--- src/rtl/ucoc_pkg.sv ---
// ucoc_pkg: shared types and constants for the utf-8 column/offset converter
// no dependencies
`timescale 1ns / 1ps

package ucoc_pkg;

    localparam int MAX_LINE_BYTES = 65536;
    localparam int IDX_W          = $clog2(MAX_LINE_BYTES + 1);
    localparam int POS_W          = 17;
    localparam int TGT_W          = 32;

    // lead byte range boundaries
    localparam logic [7:0] CONT_MIN  = 8'h80;
    localparam logic [7:0] LEAD2_MIN = 8'hC0;
    localparam logic [7:0] LEAD3_MIN = 8'hE0;
    localparam logic [7:0] LEAD4_MIN = 8'hF0;

    typedef enum logic [1:0] {
        CMD_BYTE_TO_U16 = 2'd0,
        CMD_U16_TO_BYTE = 2'd1,
        CMD_BYTE_TO_CP  = 2'd2,
        CMD_CP_TO_BYTE  = 2'd3
    } cmd_t;

    typedef struct packed {
        logic [IDX_W-1:0] byte_index;
        logic [1:0]       skip_left;
        logic [IDX_W-1:0] column_count;
        logic             found;
        logic [IDX_W-1:0] found_offset;
    } line_state_t;

endpackage

--- src/rtl/ucoc_step.sv ---
// ucoc_step: per-item next-state and result logic (purely combinational)
// depends on ucoc_pkg
`timescale 1ns / 1ps

module ucoc_step
    import ucoc_pkg::*;
(
    input  line_state_t      cur,
    input  logic [1:0]       cmd,
    input  logic [TGT_W-1:0] target,
    input  logic [7:0]       data_byte,
    input  logic             no_data,
    output line_state_t      nxt,
    output logic [POS_W-1:0] result
);

    logic             take;
    logic             to_byte;
    logic             utf16;
    logic [1:0]       units;
    logic [1:0]       trail;
    logic [TGT_W-1:0] col_ext;
    logic [TGT_W-1:0] pos_ext;
    logic [IDX_W-1:0] res_full;

    assign to_byte = (cmd == CMD_U16_TO_BYTE) || (cmd == CMD_CP_TO_BYTE);
    assign utf16   = (cmd == CMD_BYTE_TO_U16) || (cmd == CMD_U16_TO_BYTE);
    assign take    = !no_data && (cur.byte_index < IDX_W'(MAX_LINE_BYTES));
    assign units   = (utf16 && data_byte >= LEAD4_MIN) ? 2'd2 : 2'd1;
    assign col_ext = TGT_W'(cur.column_count);
    assign pos_ext = TGT_W'(cur.byte_index);

    // stray continuation bytes fall in with single-byte leads
    always_comb
    begin
        if (data_byte < LEAD2_MIN)
        begin
            trail = (data_byte < CONT_MIN) ? 2'd0 : 2'd0;
        end
        else if (data_byte < LEAD3_MIN)
        begin
            trail = 2'd1;
        end
        else if (data_byte < LEAD4_MIN)
        begin
            trail = 2'd2;
        end
        else
        begin
            trail = 2'd3;
        end
    end

    always_comb
    begin
        nxt = cur;
        if (take)
        begin
            if (cur.skip_left != 2'd0)
            begin
                nxt.skip_left = cur.skip_left - 2'd1;
            end
            else
            begin
                if (to_byte)
                begin
                    if (!cur.found && col_ext >= target)
                    begin
                        nxt.found        = 1'b1;
                        nxt.found_offset = cur.byte_index;
                    end
                    else if (!cur.found)
                    begin
                        nxt.column_count = cur.column_count + IDX_W'(units);
                    end
                end
                else if (pos_ext < target)
                begin
                    nxt.column_count = cur.column_count + IDX_W'(units);
                end
                nxt.skip_left = trail;
            end
            nxt.byte_index = cur.byte_index + IDX_W'(1);
        end
    end

    always_comb
    begin
        if (!to_byte)
        begin
            res_full = nxt.column_count;
        end
        else if (nxt.found)
        begin
            res_full = nxt.found_offset;
        end
        else
        begin
            res_full = nxt.byte_index;
        end
    end

    assign result = POS_W'(res_full);

endmodule

--- src/rtl/ucoc_out_buf.sv ---
// ucoc_out_buf: result register with a skid entry behind it
// depends on ucoc_pkg
`timescale 1ns / 1ps

module ucoc_out_buf
    import ucoc_pkg::*;
(
    input  logic             clk,
    input  logic             rst_n,
    input  logic             push,
    input  logic [POS_W-1:0] push_data,
    output logic             full,
    output logic             result_valid,
    input  logic             result_stall,
    output logic [POS_W-1:0] position
);

    logic             out_valid_reg;
    logic [POS_W-1:0] out_data_reg;
    logic             skid_valid_reg;
    logic [POS_W-1:0] skid_data_reg;

    always_ff @(posedge clk or negedge rst_n)
    begin
        if (!rst_n)
        begin
            out_valid_reg  <= 1'b0;
            skid_valid_reg <= 1'b0;
        end
        else if (!out_valid_reg || !result_stall)
        begin
            // output slot frees up this cycle
            if (skid_valid_reg)
            begin
                out_valid_reg  <= 1'b1;
                skid_valid_reg <= 1'b0;
            end
            else
            begin
                out_valid_reg <= push;
            end
        end
        else if (push)
        begin
            skid_valid_reg <= 1'b1;
        end
    end

    always_ff @(posedge clk)
    begin
        if (!out_valid_reg || !result_stall)
        begin
            out_data_reg <= skid_valid_reg ? skid_data_reg : push_data;
        end
        if (push && !skid_valid_reg)
        begin
            skid_data_reg <= push_data;
        end
    end

    assign full         = skid_valid_reg;
    assign result_valid = out_valid_reg;
    assign position     = out_data_reg;

endmodule

--- src/rtl/utf8_column_offset_converter.sv ---
// utf8_column_offset_converter: top level, line state registers and result buffer
// depends on ucoc_pkg, ucoc_step, ucoc_out_buf
//
// usage:
//  - the item channel carries one byte of a utf-8 line per item (item_valid /
//    item_stall); last_byte marks the item that closes the line, no_data marks
//    an item without a byte (an empty line is a single no_data, last_byte item)
//  - cmd selects byte-to-column or column-to-byte, in utf-16 units or code
//    points; target is the offset or column being converted
//  - the result channel (result_valid / result_stall) gives one position per
//    line, on the item that carries last_byte
//  - throughput: one item per cycle while item_stall is low; the classify/count
//    step sits between the line state registers and the result register
//  - a closing item's result is registered in the output register or skid entry
//  - a stalled result sits in the output register while a skid entry takes
//    the next one; item_stall rises only when both hold a result
//  - reset clears the line state and drops any pending results
`timescale 1ns / 1ps

module utf8_column_offset_converter
    import ucoc_pkg::*;
(
    input  logic             clk,
    input  logic             rst_n,
    input  logic             item_valid,
    output logic             item_stall,
    input  logic [1:0]       cmd,
    input  logic [TGT_W-1:0] target,
    input  logic [7:0]       data_byte,
    input  logic             no_data,
    input  logic             last_byte,
    output logic             result_valid,
    input  logic             result_stall,
    output logic [POS_W-1:0] position
);

    line_state_t      state_reg;
    line_state_t      state_next;
    logic [POS_W-1:0] step_result;
    logic             accept;
    logic             buf_full;

    assign accept     = item_valid && !item_stall;
    assign item_stall = buf_full;

    ucoc_step u_step (
        .cur       (state_reg),
        .cmd       (cmd),
        .target    (target),
        .data_byte (data_byte),
        .no_data   (no_data),
        .nxt       (state_next),
        .result    (step_result)
    );

    // line state clears once the closing item is taken
    always_ff @(posedge clk or negedge rst_n)
    begin
        if (!rst_n)
        begin
            state_reg <= '0;
        end
        else if (accept)
        begin
            state_reg <= last_byte ? '0 : state_next;
        end
    end

    ucoc_out_buf u_out_buf (
        .clk          (clk),
        .rst_n        (rst_n),
        .push         (accept && last_byte),
        .push_data    (step_result),
        .full         (buf_full),
        .result_valid (result_valid),
        .result_stall (result_stall),
        .position     (position)
    );

endmodule

--- config.mk ---
export PLATFORM = sky130hd
export DESIGN_NAME = utf8_column_offset_converter
export DESIGN_NICKNAME = d
export VERILOG_FILES = /design/src/rtl/ucoc_pkg.sv /design/src/rtl/ucoc_step.sv /design/src/rtl/ucoc_out_buf.sv /design/src/rtl/utf8_column_offset_converter.sv
export SDC_FILE = /design/constraint.sdc
export NUM_CORES = 1
export LEC_CHECK = 0
export BUFFER_PORTS_ARGS = -buffer_cell sky130_fd_sc_hd__buf_2
export CAP_MARGIN = 30
export CORE_ASPECT_RATIO = 1.5
export CORE_MARGIN = 2
export CORE_UTILIZATION = 39
export CTS_CLUSTER_SIZE = 25
export DETAILED_ROUTE_END_ITERATION = 16
export MAX_ROUTING_LAYER = met4
export PLACE_DENSITY = 0.66
export SLEW_MARGIN = 20
export SYNTH_ARGS = -nofsm -noshare
export SYNTH_HDL_FRONTEND = slang
export SYNTH_HIERARCHICAL = 1
export SYNTH_SLANG_ARGS = --single-unit
--- constraint.sdc ---
create_clock -name clk -period 4 [get_ports clk]
set_input_delay 0.4 -clock clk [delete_from_list [all_inputs] [get_ports clk]]
set_output_delay 0.4 -clock clk [all_outputs]
set_load 0.02 [all_outputs]
[Yosys cells after proc, flatten, opt, wreduce, memory -nomap -nowiden]
Index checks and enable logic that the tools add are counted.
Word-level totals
  register bits: 90
  bits of input ports: 48
  bits in writable memories: 0
  output and inout bits: 19
  latch bits: 0
  memories: 0
  memory bits (read-only): 0
  word-level logic and storage cells: 60
Operators by class
  bitwise gates (word level): 0
  order comparisons: 7
  div/mod/pow operators: 0
  $mul: 0
  mux-type cells: 20
  shifts and indexed selects: 0
  reductions and logical operators: 19
  add/sub/neg operators: 3
  eq/ne operators: 2
Operator list (number)
  $mux 17: 7
  $mux 54: 2
  $mux 18: 2
  $mux 35: 1
  $ge 17x32->1: 1
  $lt 17x32->1: 1
  $lt 8x8->1 const B: 3
  $add 17x1->17 const B: 1
  $add 17x2->17: 1
  $lt 17x17->1 const B: 1
  $ge 8x8->1 const B: 1
  $mux 2: 4
  $logic_and 1x1->1: 6
  $reduce_bool 2->1: 3
  $logic_not 1->1: 5
  $mux 1: 4
  $logic_or 1x1->1: 3
  $eq 2x1->1 const B: 1
  $eq 2x2->1 const B: 1
  $logic_not 2->1: 1
  $reduce_and 2->1: 1
  $sub 2x1->2 const B: 1

[Logic depth before layout (Yosys ltp)]
  depth after elaboration: 13
  gate-level depth with buffers: 13

[Modules after synthesis]
The synthesis kept the hierarchy.
Modules (own cells, without submodules)
  utf8_column_offset_converter: sequential area each 1351.3 µm², cells an instance 176, area each 2698.8 µm², times used 1
  ucoc_step: sequential area each 0.0 µm², cells an instance 346, area each 2458.6 µm², times used 1
  ucoc_out_buf: sequential area each 1071.0 µm², cells an instance 59, area each 1377.6 µm², times used 1

[Worst setup path after synthesis]
OpenSTA, ideal clock, no wires.
  kind: register to register
  start: register state_reg[52] in the netlist's numbering
  end: register u_out_buf.out_data_reg[1] (netlist: u_out_buf/position[1]), data pin
  cell stages (with the launch flop): 12
  slack: 1.169 ns
  arrival: 2.571 ns
  cells stage by stage: dfrtp_1 -> ha_1 -> nand4_2 -> nor4_2 -> a32oi_1 -> a211oi_2 -> nor2_4 -> buf_6 -> nor2_4 -> nor2_1 -> o31a_1 -> mux2_4
On the way
  longest elaborated chain between the ends: 7
  elaborated cells on any way between the ends: 10
  those cells by class: order compare: 2; mux: 7; reduce/logical: 1
Ends and longest elaborated chain
  from (decl): RTL line utf8_column_offset_converter.sv:37  | line_state_t state_reg;
  from (signal assigned): RTL line utf8_column_offset_converter.sv:65  | state_reg <= last_byte ? '0 : state_next;
  $lt 17x32->1: RTL line ucoc_step.sv:77  | else if (pos_ext < target)
  $mux 17: RTL line ucoc_step.sv:77
  $mux 17: RTL line ucoc_step.sv:65  | if (to_byte)
  $mux 35: RTL line ucoc_step.sv:59  | if (cur.skip_left != 2'd0)
  $mux 54 (*): RTL line ucoc_step.sv:57  | if (take)
  $mux 17 (*): RTL line ucoc_step.sv:89  | if (!to_byte)
  named net step_result[1]: RTL line utf8_column_offset_converter.sv:39  | logic [POS_W-1:0] step_result;
  $mux 17 (*): RTL line ucoc_out_buf.sv:53  | out_data_reg <= skid_valid_reg ? skid_data_reg : push_data;
  to (signal assigned): RTL line ucoc_out_buf.sv:53
  to (decl): RTL line ucoc_out_buf.sv:19  | logic [POS_W-1:0] out_data_reg;
The timed path passes the listed nets; every way through them passes the cells marked *. The select of a mux whose other input is x is not followed.
A chain may end at the register's enable or synchronous reset.

==> impl_metrics.ini <==
[drt]
dr.first_iter.drc_count = 304
routedWlPerCell_um = 18.1
finalWirelength_um = 15400
viasPerCell = 5.46
drtPass1Iterations = 5
num_vias = 4663
ant_nets = 0
drc = 0

[power_and_ir_drop]
vdd_drop_max_v = 0.000189
cellPowerDensity_nw_per_um2 = 305
p_leak_nw = 3.54

[sta]
setup_violations = 0
fin_skew_ns = 0.0102
finalCriticalPeriod_ns = 3.40
fmax_mhz = 294
finalHoldViolCount = 0
slew_headroom = 0.478
fin_crit_sh = 0.851
setup_ws_ns = 0.598
rsz0062_at_grt = false
drv_slew = 0
worst_slew_pin_slew_ns = 0.783
finalSetupTns_ns = 0

[setup_path]
crit_family = compound AO/OA/AOI/OAI gates
start_kind = register
ff2ff_path_depth = 10
r2r_slack_ns = 0.60
cp_data_required_time_ns = 4.22
arrival_ns = 3.62
path_max_fanout = 8
path_class = register to register
crit_slowest_cell = dfrtp_1
worst-path-stages = 10
cp_common_cell = nand2_1
critPathBufInv = 0
path_cells = ha_1 -> nand2_1 -> nor3_1 -> a21oi_1 -> o41ai_4 -> nand3_2 -> nand2_1 -> o221ai_1 -> o21ai_0 -> mux2_4
slowest_delay_ns = 0.50
worst_setup_path_end_kind = register

[yosys]
syn-num-nets = 666
ys_seq_elements = 90
yosysSeqAreaShare = 0.371
synth-warning-count = 6
syn_area_per_cell_sq_um = 11.2
synth_top_flop_cell = dfrtp_1
synth_top_area_cell = dfrtp_1
ys_types = 61
synthCells = 581
synth_area_sq_um = 6540
synth_enable_flop_cells = 34
yosysMostFrequentCell = mux2_4
yosys-top-cells-area = dfrtp_1, edfxtp_1, mux2_4
synth_common_cells = mux2_4, dfrtp_1, nor2b_1
synth_async_sr_flop_share = 0.622
netlist.area_leader.share = 0.214

[final_layout]
nets = 724
fin_util = 0.436
fillers = 1560
layout-drive-gt1-share = 0.297
num_antenna_cells = 0
largest_reg_flops = 54
syn2layout_area_growth_pct = 10.9
final_cell_count_no_fill = 854

[min_path]
holdCritPathClass = input pin to async pin

[clock_network]
hold_buffers = 0
cts_tree = built
htreeDepth = 3
cts_resized = 0
numCtsBuffers = 9
clk_pin_slew_ns = 0.07
post_cts_buffers = 0
cts.sinks = 90
cts_buffer_depth = 2
cts-root-buf = clkbuf_16
clkLatencyLatePin_ns = 0.34

[global_route]
track_usage = 0.186
grt_max_degree = 38
grt_pass1_vias = 4823
antenna_found_initial = 0
grt-ovfl-total = 0
grt_pass1_wl_um = 24700

[floorplan]
start_util = 0.393
fp.coreArea_sq_um = 16600
die_height_um = 163
rows = 58
die_w_um = 110
ioPinCount = 67
die_area_sq_um = 17800

[placed_design]
place_ws_ns = 0.641
post-dp-hpwl_um = 11600
gp_congestion = 0.883
io_buffers = 62
dp.cells = 838

[run_status]
outcome = completed

[job]
maxCapViolCount = 0
routing by layer:
metal	vias to the layer above	part of all wire	GRT usage
met3	26	0.047	0.0284
met2	149	0.52	0.322
met1	2266	0.40	0.206
met4	0	0.038	0.0898
li1	2222	-	-
met5	-	0	-
worst register-to-register path, stage by stage (launching register included):
cell      delay (ns)
dfrtp_1         0.50
ha_1            0.35
nand2_1         0.08
nor3_1          0.19
a21oi_1         0.17
o41ai_4         0.50
nand3_2         0.27
nand2_1         0.39
o221ai_1        0.15
o21ai_0         0.46
mux2_4          0.24
power breakdown:
group | internal (mW) | switching, mW | total [mW] | leakage [nW]
Combinational | 0.136 | 0.186 | 0.322 | 2.26
Clock | 0.446 | 0.409 | 0.855 | 0.150
Sequential | 1.00 | 0.0258 | 1.03 | 1.13
Total | 1.59 | 0.620 | 2.21 | 3.54
cell usage in the layout (no fill, tap or decap), types with 3 or more instances in the layout:
cell | synthesis | routed
mux2_4 | 66 | 66
buf_2 | 4 | 62
dfrtp_1 | 56 | 56
nor2b_1 | 44 | 44
ha_1 | 36 | 36
nand2_1 | 35 | 35
edfxtp_1 | 34 | 34
nor2_1 | 31 | 31
inv_1 | 26 | 26
mux2_2 | 22 | 22
xnor2_1 | 20 | 20
xor2_1 | 18 | 18
a21oi_1 | 16 | 16
o21ai_0 | 14 | 14
and2b_1 | 13 | 13
buf_4 | 0 | 12
nor3_1 | 10 | 10
clkbuf_16 | 0 | 9
nand4_1 | 9 | 9
and3_1 | 9 | 9
mux2i_1 | 8 | 8
o211ai_1 | 7 | 7
nand3_1 | 6 | 6
nor4_1 | 6 | 6
o2111ai_1 | 6 | 6
o221ai_1 | 6 | 6
o22ai_1 | 5 | 5
nand2b_1 | 4 | 4
a211oi_1 | 4 | 4
o21a_1 | 4 | 4
and2_1 | 3 | 3
clkinv_8 | 0 | 3
a21o_1 | 3 | 3
metrics by stage:
stage / total power [mW] / instance area, sq um / hold slack (ns)
after floorplan: 1.29 / 6540 / 0.104
after global placement: 1.36 / 6930 / 0.506
after detailed placement: 1.37 / 6930 / 0.518
after CTS: 2.22 / 7250 / 0.153
after global routing: 2.31 / 7250 / 0.175
final: 2.21 / 7250 / 0.131
worst paths after layout:
path,endpoint,from
setup reg to reg,u_out_buf/position[13]$_DFFE_PP_,state_reg[25]$_DFFE_PN0P_
hold / removal,state_reg[26]$_DFFE_PN0P_,rst_n
max in group asynchronous,state_reg[24]$_DFFE_PN0P_,rst_n
min in group clk,u_out_buf/result_valid$_DFFE_PN0P_,result_stall
hold reg to reg,state_reg[35]$_DFFE_PN0P_,state_reg[35]$_DFFE_PN0P_
setup / recovery,u_out_buf/position[13]$_DFFE_PP_,state_reg[25]$_DFFE_PN0P_
area by class of cell:
type	count	area (sq um)	share of cell area
Multi-Input combinational cell	438	3750	0.518
Clock buffer	9	225	0.0311
Inverter	26	97.6	0.0135
Timing Repair Buffer	74	400	0.0553
Sequential cell	90	2420	0.334
Clock inverter	7	86.3	0.0119
Tap cell	210	263	0.0363
cells by family (layout without fill, tap and decap cells):
kind of cell	after synthesis	count (layout)	synth area share
compound gates	83	83	0.0919
simple gates	184	184	0.157
flops	90	90	0.371
buf+inv	53	116	0.0553
fa+ha+maj	37	37	0.0720
mux	96	96	0.202
xor+xnor	38	38	0.0509
Power figures use the tool's default switching activity.
